File: src/rtl/wsp_pkg.sv
package wsp_pkg;

   localparam int LEN_W      = 6;
   localparam int WORD_W     = 64;
   localparam int WORD_COUNT = 4;
   localparam int INDEX_W    = 3;

   localparam logic [7:0] CHAR_DOT  = 8'h2E;
   localparam logic [7:0] CHAR_STAR = 8'h2A;

   typedef enum logic [INDEX_W-1:0] {
      REG_WORD_0 = 3'd0,
      REG_WORD_1 = 3'd1,
      REG_WORD_2 = 3'd2,
      REG_WORD_3 = 3'd3,
      REG_LENGTH = 3'd4
   } reg_index_type;

   typedef enum logic {
      OP_START  = 1'b0,
      OP_APPEND = 1'b1
   } opcode_type;

   // per-position settings derived from the pattern
   typedef struct packed {
      logic origin;
      logic in_range;
      logic elem;
      logic starred;
   } cell_cfg_type;

   typedef struct packed {
      logic full_match;
      logic still_alive;
   } status_type;

endpackage

File: src/rtl/wsp_cell.sv
module wsp_cell (
   input  logic                 clock,
   input  logic                 reset,
   input  logic                 advance,
   input  wsp_pkg::opcode_type  opcode,
   input  logic [7:0]           text_char,
   input  logic [7:0]           pat_char,
   input  wsp_pkg::cell_cfg_type cfg,
   input  logic                 cur_skip_in,
   input  logic                 next_skip_in,
   input  logic                 move_in,
   output logic                 cur_skip_out,
   output logic                 next_skip_out,
   output logic                 move_out,
   output logic                 next_bit
);
   import wsp_pkg::*;

   logic active_ff;
   logic active_in;
   logic cur;
   logic hit;
   logic next_pre;

   always_comb begin
      cur          = (active_ff & cfg.in_range) | cur_skip_in;
      cur_skip_out = cur & cfg.starred;
      hit          = cur & cfg.elem & ((pat_char == text_char) || (pat_char == CHAR_DOT));
      move_out     = hit & ~cfg.starred;
      if (opcode == OP_APPEND) begin
         next_pre = move_in | (hit & cfg.starred);
      end else begin
         next_pre = cfg.origin;
      end
      next_bit      = next_pre | next_skip_in;
      next_skip_out = next_bit & cfg.starred;
      active_in     = advance ? next_bit : active_ff;
   end

   always_ff @(posedge clock) begin
      if (reset) begin
         active_ff <= cfg.origin;
      end else begin
         active_ff <= active_in;
      end
   end

endmodule

File: src/rtl/wsp_chain.sv
module wsp_chain #(
   parameter int MAX_PATTERN = 32
) (
   input  logic                         clock,
   input  logic                         reset,
   input  logic                         advance,
   input  wsp_pkg::opcode_type          opcode,
   input  logic [7:0]                   text_char,
   input  logic [8*MAX_PATTERN-1:0]     pattern,
   input  logic [wsp_pkg::LEN_W-1:0]    len_eff,
   output wsp_pkg::status_type          status
);
   import wsp_pkg::*;

   localparam int CELLS = MAX_PATTERN + 1;

   logic [CELLS-1:0] cur_skip;
   logic [CELLS-1:0] next_skip;
   logic [CELLS-1:0] move;
   logic [CELLS-1:0] next_set;
   logic [CELLS-1:0] at_end;

   for (genvar j = 0; j < CELLS; j++) begin : g_cell
      cell_cfg_type cfg;
      logic [7:0]   pat_char;
      logic         cur_skip_in;
      logic         next_skip_in;
      logic         move_in;

      if (j < MAX_PATTERN) begin : g_char
         assign pat_char = pattern[8*j +: 8];
      end else begin : g_nochar
         assign pat_char = 8'h00;
      end

      if (j + 1 < MAX_PATTERN) begin : g_star
         assign cfg.starred = (LEN_W'(j + 1) < len_eff) && (pattern[8*(j+1) +: 8] == CHAR_STAR);
      end else begin : g_nostar
         assign cfg.starred = 1'b0;
      end

      if (j >= 2) begin : g_skip
         assign cur_skip_in  = cur_skip[j-2];
         assign next_skip_in = next_skip[j-2];
      end else begin : g_noskip
         assign cur_skip_in  = 1'b0;
         assign next_skip_in = 1'b0;
      end

      if (j >= 1) begin : g_move
         assign move_in = move[j-1];
      end else begin : g_nomove
         assign move_in = 1'b0;
      end

      assign cfg.origin   = (j == 0);
      assign cfg.in_range = LEN_W'(j) <= len_eff;
      assign cfg.elem     = LEN_W'(j) < len_eff;
      assign at_end[j]    = LEN_W'(j) == len_eff;

      wsp_cell u_cell (
         .clock         (clock),
         .reset         (reset),
         .advance       (advance),
         .opcode        (opcode),
         .text_char     (text_char),
         .pat_char      (pat_char),
         .cfg           (cfg),
         .cur_skip_in   (cur_skip_in),
         .next_skip_in  (next_skip_in),
         .move_in       (move_in),
         .cur_skip_out  (cur_skip[j]),
         .next_skip_out (next_skip[j]),
         .move_out      (move[j]),
         .next_bit      (next_set[j])
      );
   end

   always_comb begin
      status.full_match  = |(next_set & at_end);
      status.still_alive = |next_set;
   end

endmodule

File: src/rtl/wildcard_star_pattern_matcher.sv
// Whole-text matcher for patterns of literal bytes, '.' and 'x*' held in four 64-bit pattern
// words plus a length. Each request either starts a new empty text or appends one byte, and
// yields one response: whether the text so far matches the whole pattern and whether any
// pattern position is still reachable. One byte is taken every clock cycle while req_stall is
// low. Its response is registered in a two-entry output stage that keeps requests flowing
// while one response waits; req_stall rises only when both are full. The per-byte update
// runs combinationally through a row of MAX_PATTERN+1 position cells, the closure over
// starred elements rippling from cell to cell, so that row sets the clock period.
module wildcard_star_pattern_matcher #(
   parameter int MAX_PATTERN = 32
) (
   input  logic                          clock,
   input  logic                          reset,
   input  logic                          req_valid,
   output logic                          req_stall,
   input  logic                          req_opcode,
   input  logic [7:0]                    req_text_char,
   output logic                          rsp_valid,
   input  logic                          rsp_stall,
   output logic                          rsp_full_match,
   output logic                          rsp_still_alive,
   input  logic                          csr_write,
   input  logic [wsp_pkg::INDEX_W-1:0]   csr_index,
   input  logic [wsp_pkg::WORD_W-1:0]    csr_wdata
);
   import wsp_pkg::*;

   logic [WORD_W-1:0]            word_ff [WORD_COUNT];
   logic [LEN_W-1:0]             len_ff;
   logic [LEN_W-1:0]             len_eff;
   logic [WORD_COUNT*WORD_W-1:0] pattern_all;

   logic       req_take;
   logic       rsp_take;
   status_type status;

   logic       out_valid_ff, out_valid_in;
   status_type out_ff, out_in;
   logic       skid_valid_ff, skid_valid_in;
   status_type skid_ff, skid_in;

   always_ff @(posedge clock) begin
      if (reset) begin
         for (int i = 0; i < WORD_COUNT; i++) begin
            word_ff[i] <= '0;
         end
         len_ff <= '0;
      end else if (csr_write) begin
         case (reg_index_type'(csr_index))
            REG_WORD_0: word_ff[0] <= csr_wdata;
            REG_WORD_1: word_ff[1] <= csr_wdata;
            REG_WORD_2: word_ff[2] <= csr_wdata;
            REG_WORD_3: word_ff[3] <= csr_wdata;
            REG_LENGTH: len_ff     <= csr_wdata[LEN_W-1:0];
            default: ;
         endcase
      end
   end

   assign pattern_all = {word_ff[3], word_ff[2], word_ff[1], word_ff[0]};
   assign len_eff     = (len_ff > LEN_W'(MAX_PATTERN)) ? LEN_W'(MAX_PATTERN) : len_ff;

   assign req_stall = skid_valid_ff;
   assign req_take  = req_valid & ~skid_valid_ff;
   assign rsp_take  = out_valid_ff & ~rsp_stall;

   wsp_chain #(
      .MAX_PATTERN (MAX_PATTERN)
   ) u_chain (
      .clock     (clock),
      .reset     (reset),
      .advance   (req_take),
      .opcode    (opcode_type'(req_opcode)),
      .text_char (req_text_char),
      .pattern   (pattern_all[8*MAX_PATTERN-1:0]),
      .len_eff   (len_eff),
      .status    (status)
   );

   // output register plus skid entry
   always_comb begin
      out_valid_in  = out_valid_ff;
      out_in        = out_ff;
      skid_valid_in = skid_valid_ff;
      skid_in       = skid_ff;
      if (skid_valid_ff) begin
         if (rsp_take) begin
            out_in        = skid_ff;
            skid_valid_in = 1'b0;
         end
      end else if (req_take) begin
         if (!out_valid_ff || rsp_take) begin
            out_in       = status;
            out_valid_in = 1'b1;
         end else begin
            skid_in       = status;
            skid_valid_in = 1'b1;
         end
      end else if (rsp_take) begin
         out_valid_in = 1'b0;
      end
   end

   always_ff @(posedge clock) begin
      if (reset) begin
         out_valid_ff  <= 1'b0;
         skid_valid_ff <= 1'b0;
      end else begin
         out_valid_ff  <= out_valid_in;
         skid_valid_ff <= skid_valid_in;
      end
      out_ff  <= out_in;
      skid_ff <= skid_in;
   end

   assign rsp_valid       = out_valid_ff;
   assign rsp_full_match  = out_ff.full_match;
   assign rsp_still_alive = out_ff.still_alive;

`ifndef SYNTHESIS
   a_skid_needs_out: assert property (@(posedge clock) disable iff (reset)
      skid_valid_ff |-> out_valid_ff)
      else $error("skid entry held without an output entry");

   a_match_is_alive: assert property (@(posedge clock) disable iff (reset)
      out_valid_ff |-> (!out_ff.full_match || out_ff.still_alive))
      else $error("full match reported with no live position");

   a_transfer_lands: assert property (@(posedge clock) disable iff (reset)
      (req_take && !out_valid_ff) |=> out_valid_ff)
      else $error("accepted transfer produced no response");
`endif

endmodule

File: config.mk
export PLATFORM = sky130hd
export DESIGN_NAME = wildcard_star_pattern_matcher
export DESIGN_NICKNAME = d
export VERILOG_FILES = /design/src/rtl/wsp_pkg.sv /design/src/rtl/wsp_cell.sv /design/src/rtl/wsp_chain.sv /design/src/rtl/wildcard_star_pattern_matcher.sv
export SDC_FILE = /design/constraint.sdc
export NUM_CORES = 1
export LEC_CHECK = 0
export ABC_AREA = 1
export CAP_MARGIN = 0
export CORE_MARGIN = 2
export CORE_UTILIZATION = 65
export CTS_CLUSTER_SIZE = 20
export DETAILED_ROUTE_END_ITERATION = 10
export DONT_BUFFER_PORTS = 1
export PLACE_DENSITY = 0.87
export SETUP_SLACK_MARGIN = 0.15
export SYNTH_ARGS = -nofsm -noshare
export SYNTH_HDL_FRONTEND = slang
export SYNTH_SLANG_ARGS = --single-unit
File: constraint.sdc
create_clock -name clock -period 11.7 [get_ports clock]
set_clock_uncertainty 0.2 [all_clocks]
set_input_delay 0.585 -clock clock [delete_from_list [all_inputs] [get_ports clock]]
set_output_delay 0.585 -clock clock [all_outputs]
set_load 0.005 [all_outputs]
==> results of run 1 <==
flip-flops by register name, summed over array words and instances, names as in the netlist:
signal                           flops
rsp_still_alive                      1
req_stall                            1
skid_ff                              2
word_ff                            256
len_ff                               6
rsp_valid                            1
rsp_full_match                       1
u_chain.g_cell.u_cell.active_ff     32
per-layer routing:
metal / wire length [um] / vias up
li1: - / 7267
met1: 20400 / 7540
met2: 25500 / 1169
met5: 0 / -
met3: 7530 / 252
met4: 2790 / 0
final cells by class:
| cell class | count | area [um^2] |
|---|---|---|
| Clock inverter | 17 | 116 |
| Inverter | 301 | 1130 |
| Sequential cell | 300 | 8610 |
| Clock buffer | 44 | 910 |
| Tap cell | 378 | 473 |
| Fill cell | 2136 | 8180 |
| Multi-Input combinational cell | 1562 | 8080 |
| Timing Repair Buffer | 17 | 130 |
power by group through the flow:
stage / combinational, uW / sequential, uW / clock (uW)
after floorplan: 210 / 1300 / 0
after global placement: 244 / 1310 / 0
after detailed placement: 254 / 1310 / 0
after CTS: 258 / 1290 / 1010
after global routing: 287 / 1300 / 1050
final: 264 / 1290 / 1010
critical path, delay by kind of cell, from the launching register on:
| kind | cells | cell delay [ps] |
|---|---|---|
| compound gates | 2 | 240 |
| simple gates | 35 | 3630 |
| buf+inv | 2 | 200 |
| flops | 1 | 720 |
synthesized netlist by cell type, types with 5 or more instances:
cell type | instances | area share [%]
sky130_fd_sc_hd__a21oi_1 | 31 | 0.85
sky130_fd_sc_hd__a22oi_1 | 7 | 0.29
sky130_fd_sc_hd__buf_1 | 6 | 0.12
sky130_fd_sc_hd__buf_2 | 22 | 0.61
sky130_fd_sc_hd__buf_6 | 5 | 0.31
sky130_fd_sc_hd__clkbuf_1 | 46 | 0.95
sky130_fd_sc_hd__clkinv_1 | 5 | 0.10
sky130_fd_sc_hd__dfxtp_1 | 40 | 4.4
sky130_fd_sc_hd__edfxtp_1 | 260 | 43
sky130_fd_sc_hd__inv_1 | 287 | 5.9
sky130_fd_sc_hd__inv_2 | 7 | 0.14
sky130_fd_sc_hd__nand2_1 | 429 | 8.9
sky130_fd_sc_hd__nand2_2 | 53 | 1.8
sky130_fd_sc_hd__nand2_4 | 9 | 0.56
sky130_fd_sc_hd__nand3_1 | 125 | 3.4
sky130_fd_sc_hd__nand3b_1 | 15 | 0.62
sky130_fd_sc_hd__nand4_1 | 61 | 2.1
sky130_fd_sc_hd__nor2_1 | 417 | 8.6
sky130_fd_sc_hd__nor2_4 | 5 | 0.31
sky130_fd_sc_hd__nor3_1 | 46 | 1.3
sky130_fd_sc_hd__nor4_1 | 41 | 1.4
sky130_fd_sc_hd__nor4b_1 | 5 | 0.24
sky130_fd_sc_hd__o211ai_1 | 17 | 0.70
sky130_fd_sc_hd__o21ai_0 | 44 | 1.2
sky130_fd_sc_hd__o21ai_1 | 6 | 0.17
sky130_fd_sc_hd__o22ai_1 | 8 | 0.28
sky130_fd_sc_hd__o41ai_1 | 5 | 0.24
sky130_fd_sc_hd__or2_2 | 11 | 0.38
sky130_fd_sc_hd__xnor2_1 | 100 | 4.8
sky130_fd_sc_hd__xor2_1 | 74 | 3.6
kinds of logic (layout without fill, tap and decap cells):
logic type | after synthesis | after routing | synth area share (%)
flops | 300 | 300 | 47.3
buf+inv | 382 | 379 | 8.31
compound gates | 148 | 148 | 5.14
simple gates | 1240 | 1240 | 30.8
xor+xnor | 174 | 174 | 8.38
stage by stage:
| step | instance area [um^2] | power, uW | hold WS, ps |
|---|---|---|---|
| CTS | 19400 | 2560 | 25.0 |
| detailed placement | 18400 | 1570 | 284 |
| finish | 19400 | 2570 | 31.0 |
| global placement | 18400 | 1550 | 281 |
| floorplan | 18200 | 1510 | 252 |
| global route | 19400 | 2640 | 47.2 |
cell usage in the layout (no fill, tap or decap), types with 4 or more instances in the layout:
master and n:
sky130_fd_sc_hd__o21ai_0 44, sky130_fd_sc_hd__or2_2 11, sky130_fd_sc_hd__nand4_1 61, sky130_fd_sc_hd__nor2_4 5, sky130_fd_sc_hd__o21ai_1 6, sky130_fd_sc_hd__inv_1 287
sky130_fd_sc_hd__nand3_1 124, sky130_fd_sc_hd__edfxtp_1 260, sky130_fd_sc_hd__o211ai_1 17, sky130_fd_sc_hd__o41ai_1 5, sky130_fd_sc_hd__nand2_2 57, sky130_fd_sc_hd__a22oi_1 7
sky130_fd_sc_hd__xnor2_1 100, sky130_fd_sc_hd__nor3_1 46, sky130_fd_sc_hd__dfxtp_1 40, sky130_fd_sc_hd__a21oi_1 31, sky130_fd_sc_hd__clkinv_2 7, sky130_fd_sc_hd__nand2_1 425
sky130_fd_sc_hd__nor4_1 41, sky130_fd_sc_hd__nor4b_1 5, sky130_fd_sc_hd__nand3b_1 15, sky130_fd_sc_hd__nor2_1 417, sky130_fd_sc_hd__clkbuf_16 35, sky130_fd_sc_hd__a21boi_0 4
sky130_fd_sc_hd__clkbuf_1 9, sky130_fd_sc_hd__inv_2 7, sky130_fd_sc_hd__xor2_1 74, sky130_fd_sc_hd__nand2_4 9, sky130_fd_sc_hd__a2111oi_0 4, sky130_fd_sc_hd__o22ai_1 8
sky130_fd_sc_hd__o32ai_1 4, sky130_fd_sc_hd__buf_4 16, sky130_fd_sc_hd__clkinv_1 10
final timing paths:
path                                                                         to  depth (start not counted)                                       startpoint  slack (ps)
worst max-delay path                                       skid_ff[0]$_DFFE_PP_                         39                           len_ff[5]$_SDFFE_PP0P_        6570
worst max register to register                             skid_ff[0]$_DFFE_PP_                         39                           len_ff[5]$_SDFFE_PP0P_        6570
worst min-delay path            u_chain.g_cell[4].u_cell.active_ff$_SDFFE_PP0P_                          3                                            reset          30
worst min register to register  u_chain.g_cell[1].u_cell.active_ff$_SDFFE_PP0P_                          2  u_chain.g_cell[1].u_cell.active_ff$_SDFFE_PP0P_         310
repair_timing:
item | in CTS | in global routing
endpoints found under the hold margin | 3 | 0
hold buffers | 1 | 0
endpoints found under the setup margin | 0 | 0
==> run summary, run 1 <==
After synthesis the cells add up to 18200 um^2. Per report_power, the combinational group accounts for 10.3% of the total. The number of nets in the synthesized netlist is 2325.

For the worst setup path, the data arrival time is 5300 ps. The detail route stage leaves a number of antenna-violating nets equal to 0. Net switching share of the total power: 26.1%. The top fanout value on the critical path was 9; the distinct cell type count after synthesis was 59. The logs give 2619 for the count of placed standard cells in the final layout, fillers left out and 65 for the maximum number of pins on one net before global-route repair. In the finished design, the share of the clock period the worst path needs comes to 43.9%.

The flow ran to the end, and the final reports show no timing, DRC or antenna violations. The commonest register cell after synthesis is sky130_fd_sc_hd__edfxtp_1. Summed over all failing endpoints, the final setup total negative slack is 0 ps. The clock network power share came out at 39.4%. From bottom edge to top edge, the die measures 171 um. The internal power component came out at 1900 uW. Weighted congestion reported at the end of routability-driven placement: 1.11. The die is 171 um wide.

Clock tree synthesis selected as its root buffer the cell sky130_fd_sc_hd__clkbuf_16. For the number of buffers inserted by post-CTS setup repair, the log shows 0. The area growth from synthesis to layout is 6.97%. The flip-flop and latch count after synthesis was 300; the total count of max-transition violations in the final report was 0. For the power dissipated by switching net loads, the log shows 671 uW. Global routing finished with a remaining overflow of 0. For this run, global-route usage on met1 was measured as 49.7%. The share of post-route cells with drive strength above 1 was 7.76%; the aggregate routed wire length was 56200 um. The later pin in the worst-skew pair is clocked with a latency of 520 ps.

First-pass iteration count of the detailed router: 7. For the pin with the worst max-slew slack, the measured transition is 1080 ps. The global-route total usage across every layer is 38.7%, and the number of antenna violations at the first check in global routing is 0. The mean instance size in the synthesized netlist came out at 8.10 um^2. In the routed design, unresolved DRC markers number 0. The cell leakage power was 0.00815 uW.

The initial utilization of the core area, before any placement, comes to 65.8%. Prior to clock tree synthesis, the placed netlist has a worst setup slack of 6700 ps. The sequential group share of total power is 50.3%. Critical path's most frequent cell: sky130_fd_sc_hd__nand2_1. The number of enable flip-flop cells after synthesis works out to 260. The critical path class was register to register. For the total CTS buffers, the log shows 34. The tools report the final worst slack as 6570 ps.

The row count is 61. The placeable core region was 27600 um^2. The number of global-route vias before repair came out at 15686. Headroom to the max-slew limit came out at 27.8%. The tools report the half-perimeter wire length after placement as 38500 um.

For met2 alone, demand over resource in global routing was 61.6%. Across all layers, the routed design uses 16228 vias. Data on the critical path is required at its endpoint by 11870 ps. The number of instances in the placed design is 2557. The H-tree generated during clock tree synthesis spans 2 levels. The number of resized instances in the post-cts repair step is 0.

Based on the critical path, the design can be clocked at up to 195 MHz. The longest clock path from root to sink contains 3 buffers. The sequential fraction of the synthesis area was 47.3%; the final number of setup-violating endpoints was 0. Standard cell with the maximum stage delay on the critical path: sky130_fd_sc_hd__dfxtp_1. For this design the top-level I/O count stands at 85. The final net count was 2297; the number of hold violations in the final report was 0. Once layout is complete, the utilization of the core stands at 70.4%. After clock tree synthesis, the clock-pin slew on the worst setup and hold paths is 60 ps. Count of maximum capacitance violations: 0.

Number of sinks handled by clock tree synthesis: 300. In this run the power density over the cells is 132 nW/um^2. For met3 alone, demand over resource in global routing was 10.1%.

The proportion of synthesized flip-flops having asynchronous set or reset was 0%; the shortest period the worst path allows was 5130 ps. The die covers 29300 um^2. Most used routing layer: met2.

The min-delay analysis places its worst path in the category input pin to register. The delay contributed by the slowest stage of the critical path is 720 ps, and the number of I/O port buffers is 0. The worst setup path is captured at a register.

The number of standard cells after synthesis was 2244; the global-route wire length before repair was 85600 um. VDD sags by at most 122 uV. The worst setup path is launched from a register. The average wire length per cell after detail routing is 21.5 um, and the violation count after the first detailed-route iteration is 2275.

TritonCTS built the clock tree. The Yosys step of the flow raised 0 warnings. Dividing the detail-routed via count by the number of cells gives 6.20. 0 antenna diodes ended up in the layout.

Setup repair after global routing left no endpoint under its margin.
Note: power is estimated with default switching activity, not from simulation.
==> run 2: changes to the inputs <==
==> constraint.sdc (replaced) <==
create_clock -name clock -period 5.3 [get_ports clock]
set_clock_uncertainty 0.2 [all_clocks]
set_input_delay 0.265 -clock clock [delete_from_list [all_inputs] [get_ports clock]]
set_output_delay 0.265 -clock clock [all_outputs]
set_load 0.005 [all_outputs]
==> run 2 against run 1 <==
Critical path depth fell by 8; total power rose by 130%; via count rose by 3.2%; sequential share of layout area fell by 2.0 points; largest cell class unchanged; highest routed layer unchanged.
==> run summary, run 2 (synthesis gave the netlist of run 1 again) <==
The areal power density over the cells is 289 nW/um^2 (+120%), and the half-perimeter wire length after placement is 41300 um (+7.3%). The min-delay analysis places its worst path in the category input pin to register. Delay contributed by the slowest stage of the critical path: 910 ps (+190 ps). The initial standard-cell utilization of the core was 65.8% (unchanged). Internal power component: 4320 uW (+130%). The run gives 0 (unchanged) as the total DRC errors in the routed layout.

The share of post-route cells with drive strength above 1 was 8.98% (+1.2 points). The average wire length per cell after detail routing was 23.2 um (+7.9%); the number of global-route vias before repair was 16569 (+5.6%). The top register by number of flip-flops was word_ff. The run gives 530 ps (about the same) as the clock latency of the later-clocked register in the worst-skew pair. Summed negative setup slack over all endpoints: 0 ps (unchanged).

The clock-pin slew reported for the worst setup and hold paths after clock tree synthesis was 60 ps (about the same); the aggregate routed wire length was 62600 um (+11%). For the number of sinks handled by clock tree synthesis, the log shows 300 (unchanged). The total count of max-transition violations in the final report was 0 (unchanged). The run gives 11.2% (+0.9 points) as the combinational group share of total power. Compared with the post-synthesis result, the final layout area differs by 12.1%.

The cell depth of the worst min-delay path is 3 (unchanged). On the critical path, the stage with the largest delay is an instance of sky130_fd_sc_hd__nor4_1. Setup repair after global routing left no endpoint under its margin. Weighted congestion reported at the end of routability-driven placement: 1.02 (-8.2%).

The part of the cycle the worst path needs works out to 91.7% (+48 points). The shortest period the worst path allows was 4860 ps (-271 ps); the number of flip-flops under the largest register name was 256 (unchanged). Actual slew at the worst max-slew pin: 1190 ps (+104 ps). Sequential group share of total power: 48.5% (-1.8 points). Endpoint class of the critical path: a register. The critical path class was register to register. The total vias in the final route was 16753 (+3.2%). The net switching share of the total power was 26.6% (+0.48 points). The final number of setup-violating endpoints is 0 (unchanged). STA classifies the critical path startpoint as a register.

The largest registers in the layout are word_ff x256, u_chain.g_cell.u_cell.active_ff x32, len_ff x6. The logs give 29300 um^2 (unchanged) for the die outline area and 0 (unchanged) for the total congestion overflow after global routing. The run gives 0.00858 uW (+5.3%) as the cell leakage power. The run gives 0 (unchanged) as the count of maximum capacitance violations. First-pass iteration count of the detailed router: 7 (unchanged). The flow ran to the end, and the final reports show no timing, DRC or antenna violations. The number of I/O port buffers is 0 (unchanged). The power dissipated by switching net loads came out at 1570 uW (+130%). Count of antenna diodes in the layout: 0 (unchanged). Clock tree synthesis selected as its root buffer the cell sky130_fd_sc_hd__clkbuf_16.

The maximum number of pins on one net before global-route repair is 65 (unchanged). The maximum count of clock buffers along a single path is 3 (unchanged). The worst slew margin relative to its limit is 20.2% (-7.6 points), and the violation count after the first detailed-route iteration is 2106 (-7.4%). Worst path buffer plus inverter count: 1 (-1).

The post-route worst hold slack is 57.7 ps (+26.7 ps), and the total CTS buffers is 34 (unchanged). The top fanout value on the critical path was 4 (-5); the number of antenna violations at the first check in global routing was 2 (+2). The cell depth of the worst flop-to-flop path was 31 (-21%). The logs give 2384 (+3.8%) for the final net count and 27600 um^2 (unchanged) for the placeable core region. The I/O pin count was 85 (unchanged); the global-route wire length before repair was 93200 um (+8.9%). TritonCTS built the clock tree. The die boundary width is 171 um (unchanged). The critical path's most frequent cell is sky130_fd_sc_hd__nand2_1.

The path length in cells of the critical path was 31 (-21%); the vias per cell was 6.19 (about the same). For the depth of the CTS H-tree, the log shows 2 (unchanged). The run gives 206 MHz (+5.6%) as the achievable frequency.

The number of antenna-violating nets in the routed design came out at 0 (unchanged). Most frequent standard cell in the layout excluding fill and tap cells: sky130_fd_sc_hd__nand2_1. In the layout the commonest cells are 424 x sky130_fd_sc_hd__nand2_1, 414 x sky130_fd_sc_hd__nor2_1, 287 x sky130_fd_sc_hd__inv_1, 260 x sky130_fd_sc_hd__edfxtp_1, 124 x sky130_fd_sc_hd__nand3_1. For the worst voltage drop across the vdd grid, the log shows 308 uV (+150%). The clock network power share is 40.3% (+0.9 points). The arrival time reported for the critical path endpoint is 5050 ps (-250 ps), and the number of hold violations in the final report is 0 (unchanged). The total design power is 5890 uW (+130%). Among cell families on the critical path, the largest total delay comes from simple AND/OR/NAND/NOR gates. For the required time at the worst-slack endpoint, the log shows 5490 ps (-6380 ps).

The row count is 61 (unchanged), and the global-route total usage across every layer is 42.7% (+4.0 points). The vertical die dimension came out at 171 um (unchanged). The layout filler cell count was 2020 (-5.4%).
## run 2: per-stage QoR
step | instances | cell area (um^2) | util, % | setup WS [ps]
global placement | 2573 | 18500 | 67.1 | 453
global route | 2705 | 20400 | 73.8 | 156
floorplan | 2244 | 18200 | - | 1470
finish | 2705 | 20400 | 73.8 | 438
CTS | 2702 | 20300 | 73.6 | 440
detailed placement | 2573 | 18500 | 67.1 | 469
## run 2: tightest hold or removal path, delay by kind of cell
kind	cells	cell delay, ps
simple gates	3	380
## run 2: per-layer routing
metal | vias to the layer above | routed length, um | track usage (%)
li1 | 7441 | - | -
met1 | 7790 | 23000 | 54.3
met2 | 1204 | 27400 | 66.3
met3 | 318 | 7580 | 9.57
met4 | 0 | 4580 | 27.7
met5 | - | 0 | 0
## run 2: repair_timing
action / 4_1_cts / 5_1_grt
hold endpoints to repair: 300 / 0
resized for setup: 0 / 12
setup endpoints to repair: 0 / 5
hold buffers: 69 / 0
buffers inserted: 0 / 3
## run 2: path summary, 6_finish.rpt
path | slack, ps | startpoint | endpoint
worst max-delay path | 440 | word_ff[1][40]$_SDFFCE_PN0P_ | rsp_full_match$_DFFE_PP_
worst min register to register | 300 | u_chain.g_cell[26].u_cell.active_ff$_SDFFE_PP0P_ | u_chain.g_cell[26].u_cell.active_ff$_SDFFE_PP0P_
worst max register to register | 440 | word_ff[1][40]$_SDFFCE_PN0P_ | rsp_full_match$_DFFE_PP_
worst min-delay path | 60 | req_opcode | skid_ff[0]$_DFFE_PP_
## run 2: layout make-up
class / instances / area (um^2) / share of cell area (%)
Multi-Input combinational cell: 1562 / 8110 / 39.8
Inverter: 301 / 1130 / 5.57
Clock inverter: 16 / 149 / 0.730
Clock buffer: 44 / 940 / 4.61
Tap cell: 378 / 473 / 2.32
Timing Repair Buffer: 104 / 963 / 4.73
Sequential cell: 300 / 8610 / 42.3
## run 2: power by group through the flow
stage               clock network [uW]  registers [uW]  logic (uW)
floorplan                            0            2860         463
global placement                     0            2880         554
detailed placement                   0            2890         575
CTS                               2350            2840         631
global route                      2440            2870         709
finish                            2380            2850         659
==> run 3: changes to the inputs <==
--- a/config.mk
+++ b/config.mk
@@ -6,12 +6,12 @@
 export NUM_CORES = 1
 export LEC_CHECK = 0
 export ABC_AREA = 1
+export BUFFER_PORTS_ARGS = -buffer_cell sky130_fd_sc_hd__buf_4
 export CAP_MARGIN = 0
 export CORE_MARGIN = 2
-export CORE_UTILIZATION = 65
+export CORE_UTILIZATION = 63
 export CTS_CLUSTER_SIZE = 20
 export DETAILED_ROUTE_END_ITERATION = 10
-export DONT_BUFFER_PORTS = 1
 export PLACE_DENSITY = 0.87
 export SETUP_SLACK_MARGIN = 0.15
 export SYNTH_ARGS = -nofsm -noshare
==> run 3 against run 2 <==
Total power increased by 2.8%; critical path depth rose by 4; global-route usage fell by 1.1 points; combinational power increased by 20%; sequential share of layout area decreased by 1.7 points; fmax increased by 3.9%; design area up 4.2%; sequential power about the same; sequential cell count did not move; largest power group unchanged.
==> run summary, run 3 (synthesis gave the netlist of run 1 again) <==
The total vias in the final route was 17299 (+3.3%); the I/O pin count was 85 (unchanged). The launching element of the worst setup path is len_ff[5]$_SDFFE_PP0P_. The total congestion overflow after global routing is 0 (unchanged).

The row count was 62 (+1.6%). The total CTS buffers is 34 (unchanged), and the vias per cell is 6.16 (-0.56%). The area growth from synthesis to layout is 16.8%. The tools report the summed negative setup slack over all endpoints as 0 ps (unchanged). The achievable frequency is 214 MHz (+3.9%), and the number of I/O port buffers is 84 (+84).

The tools report the violation count after the first detailed-route iteration as 2407 (+14%). The final number of setup-violating endpoints was 0 (unchanged); the number of sinks handled by clock tree synthesis was 300 (unchanged). The actual slew at the worst max-slew pin works out to 1130 ps (-53.4 ps). For the cell leakage power, the log shows 0.00909 uW (+6.0%). The final worst slack was 622 ps (+184 ps); the vertical die dimension was 174 um (+1.5%). The clock latency of the later-clocked register in the worst-skew pair was 530 ps (about the same); the number of global-route vias before repair was 16979 (+2.5%). The final net count is 2482 (+4.1%), and the first-pass iteration count of the detailed router is 7 (unchanged).

Leaving out fill and tap cells, the most frequent cells in the layout are 422 x sky130_fd_sc_hd__nand2_1, 415 x sky130_fd_sc_hd__nor2_1, 287 x sky130_fd_sc_hd__inv_1, 260 x sky130_fd_sc_hd__edfxtp_1, 133 x sky130_fd_sc_hd__buf_4. The startpoint of the lowest-slack register-to-register path was len_ff[5]$_SDFFE_PP0P_. The setup path with the least slack is of type register to register. The logs give 4860 ps (-190 ps) for the arrival time reported for the critical path endpoint and 387 ps (-82.3 ps) for the setup slack after placement. The root buffer cell chosen for the clock tree is sky130_fd_sc_hd__clkbuf_16.

In the final layout, the registers with the most flip-flops are word_ff x256, u_chain.g_cell.u_cell.active_ff x32, len_ff x6. The number of flip-flops under the largest register name came out at 256 (unchanged). The worst setup path is captured at a register. The number of antenna violations at the first check in global routing was 1 (-1); the shortest period the worst path allows was 4680 ps (-184 ps). The global-route total usage across every layer is 41.6% (-1.1 points), and the die outline area is 30200 um^2 (+3.1%).

The die boundary width is 174 um (+1.5%). The tightest min-delay check is of the input pin to register type. The clock-pin slew reported for the worst setup and hold paths after clock tree synthesis is 60 ps (about the same).

The run finished with clean final reports. The share of post-route cells with drive strength above 1 was 13.1% (+4.1 points); the delay contributed by the slowest stage of the critical path was 410 ps (-500 ps). TritonCTS built the clock tree. For the initial standard-cell utilization of the core, the log shows 63.7% (-2.1 points). The average wire length per cell after detail routing is 22.5 um (-2.9%). The placeable core region was 28500 um^2 (+3.3%); the weighted congestion reported at the end of routability-driven placement was 1.03 (+1.6%).

The most frequent standard cell in the layout excluding fill and tap cells was sky130_fd_sc_hd__nand2_1. The tools report the post-route worst hold slack as 137 ps (+79.2 ps). The maximum count of clock buffers along a single path was 3 (unchanged); the global-route wire length before repair was 95300 um (+2.2%).

The count of maximum capacitance violations came out at 0 (unchanged). STA classifies the critical path startpoint as a register. The number of hold violations in the final report was 0 (unchanged). The tools report the total count of max-transition violations in the final report as 0 (unchanged). The layout filler cell count was 2092 (+3.6%). The worst hold path begins at req_opcode. The register with the most flip-flops in the final layout is word_ff. The half-perimeter wire length after placement is 43600 um (+5.6%), and the worst slew margin relative to its limit is 24.2% (+4.0 points).

The part of the cycle the worst path needs is 88.3% (-3.5 points). The number of antenna-violating nets in the routed design was 0 (unchanged); the aggregate routed wire length was 63100 um (+0.82%). The areal power density over the cells was 285 nW/um^2 (-1.3%). The required time at the worst-slack endpoint was 5490 ps (about the same); the total DRC errors in the routed layout was 0 (unchanged).

In this design, the critical path's most frequently occurring cell is sky130_fd_sc_hd__nand2_1. The worst voltage drop across the vdd grid is 313 uV (+1.6%), and the maximum number of pins on one net before global-route repair is 65 (unchanged). The tools report the count of antenna diodes in the layout as 0 (unchanged). Top fanout value on the critical path: 9 (+5).

For the depth of the CTS H-tree, the log shows 2 (unchanged). The largest individual stage delay along the critical path comes from the cell sky130_fd_sc_hd__dfxtp_4. Setup repair after global routing left no endpoint under its margin.
run 3: where the power goes:
| group | internal [uW] | switching [uW] |
|---|---|---|
| registers | 2730 | 129 |
| clock network | 1400 | 1010 |
| logic | 284 | 505 |
| total | 4420 | 1640 |
run 3: per-layer routing:
| metal | wire length [um] | global-route usage, % | up-vias |
|---|---|---|---|
| met5 | 0 | 0 | - |
| met1 | 22400 | 52.6 | 8058 |
| met3 | 8560 | 10.4 | 288 |
| li1 | - | - | 7651 |
| met4 | 3710 | 21.4 | 0 |
| met2 | 28500 | 66.6 | 1302 |
run 3: per-stage QoR:
stage	utilization [%]	instance area [um^2]	cells	power (uW)
floorplan	-	18200	2244	3320
global placement	67.8	19400	2681	3570
detailed placement	67.8	19400	2681	3600
CTS	74.1	21100	2807	6000
global route	74.4	21200	2809	6200
finish	74.4	21200	2809	6060
run 3: what timing repair did:
item / CTS / global route
buffers inserted: 0 / 2
endpoints found under the setup margin: 0 / 7
hold buffers: 66 / 0
endpoints found under the hold margin: 261 / 0
resized for setup: 0 / 19
run 3: final cells by class:
class / count / area [um^2] / share of cell area, %
inverter: 301 / 1130 / 5.34
clock buffer: 44 / 971 / 4.57
multi-input combinational: 1562 / 8150 / 38.4
timing repair buffer: 202 / 1720 / 8.10
sequential: 300 / 8610 / 40.6
tap: 384 / 480 / 2.26
clock inverter: 16 / 163 / 0.766
run 3: worst max-delay path: cells and delay by family, from the launching register on:
family	cells	cell delay, ps
flops	1	410
simple gates	35	3920
run 3: final timing paths:
kind	cells past startpoint	to	slack (ps)
worst max-delay path	35	rsp_full_match$_DFFE_PP_	620
worst min-delay path	3	u_chain.g_cell[1].u_cell.active_ff$_SDFFE_PP0P_	140
worst max register to register	35	rsp_full_match$_DFFE_PP_	620
worst min register to register	2	u_chain.g_cell[11].u_cell.active_ff$_SDFFE_PP0P_	300
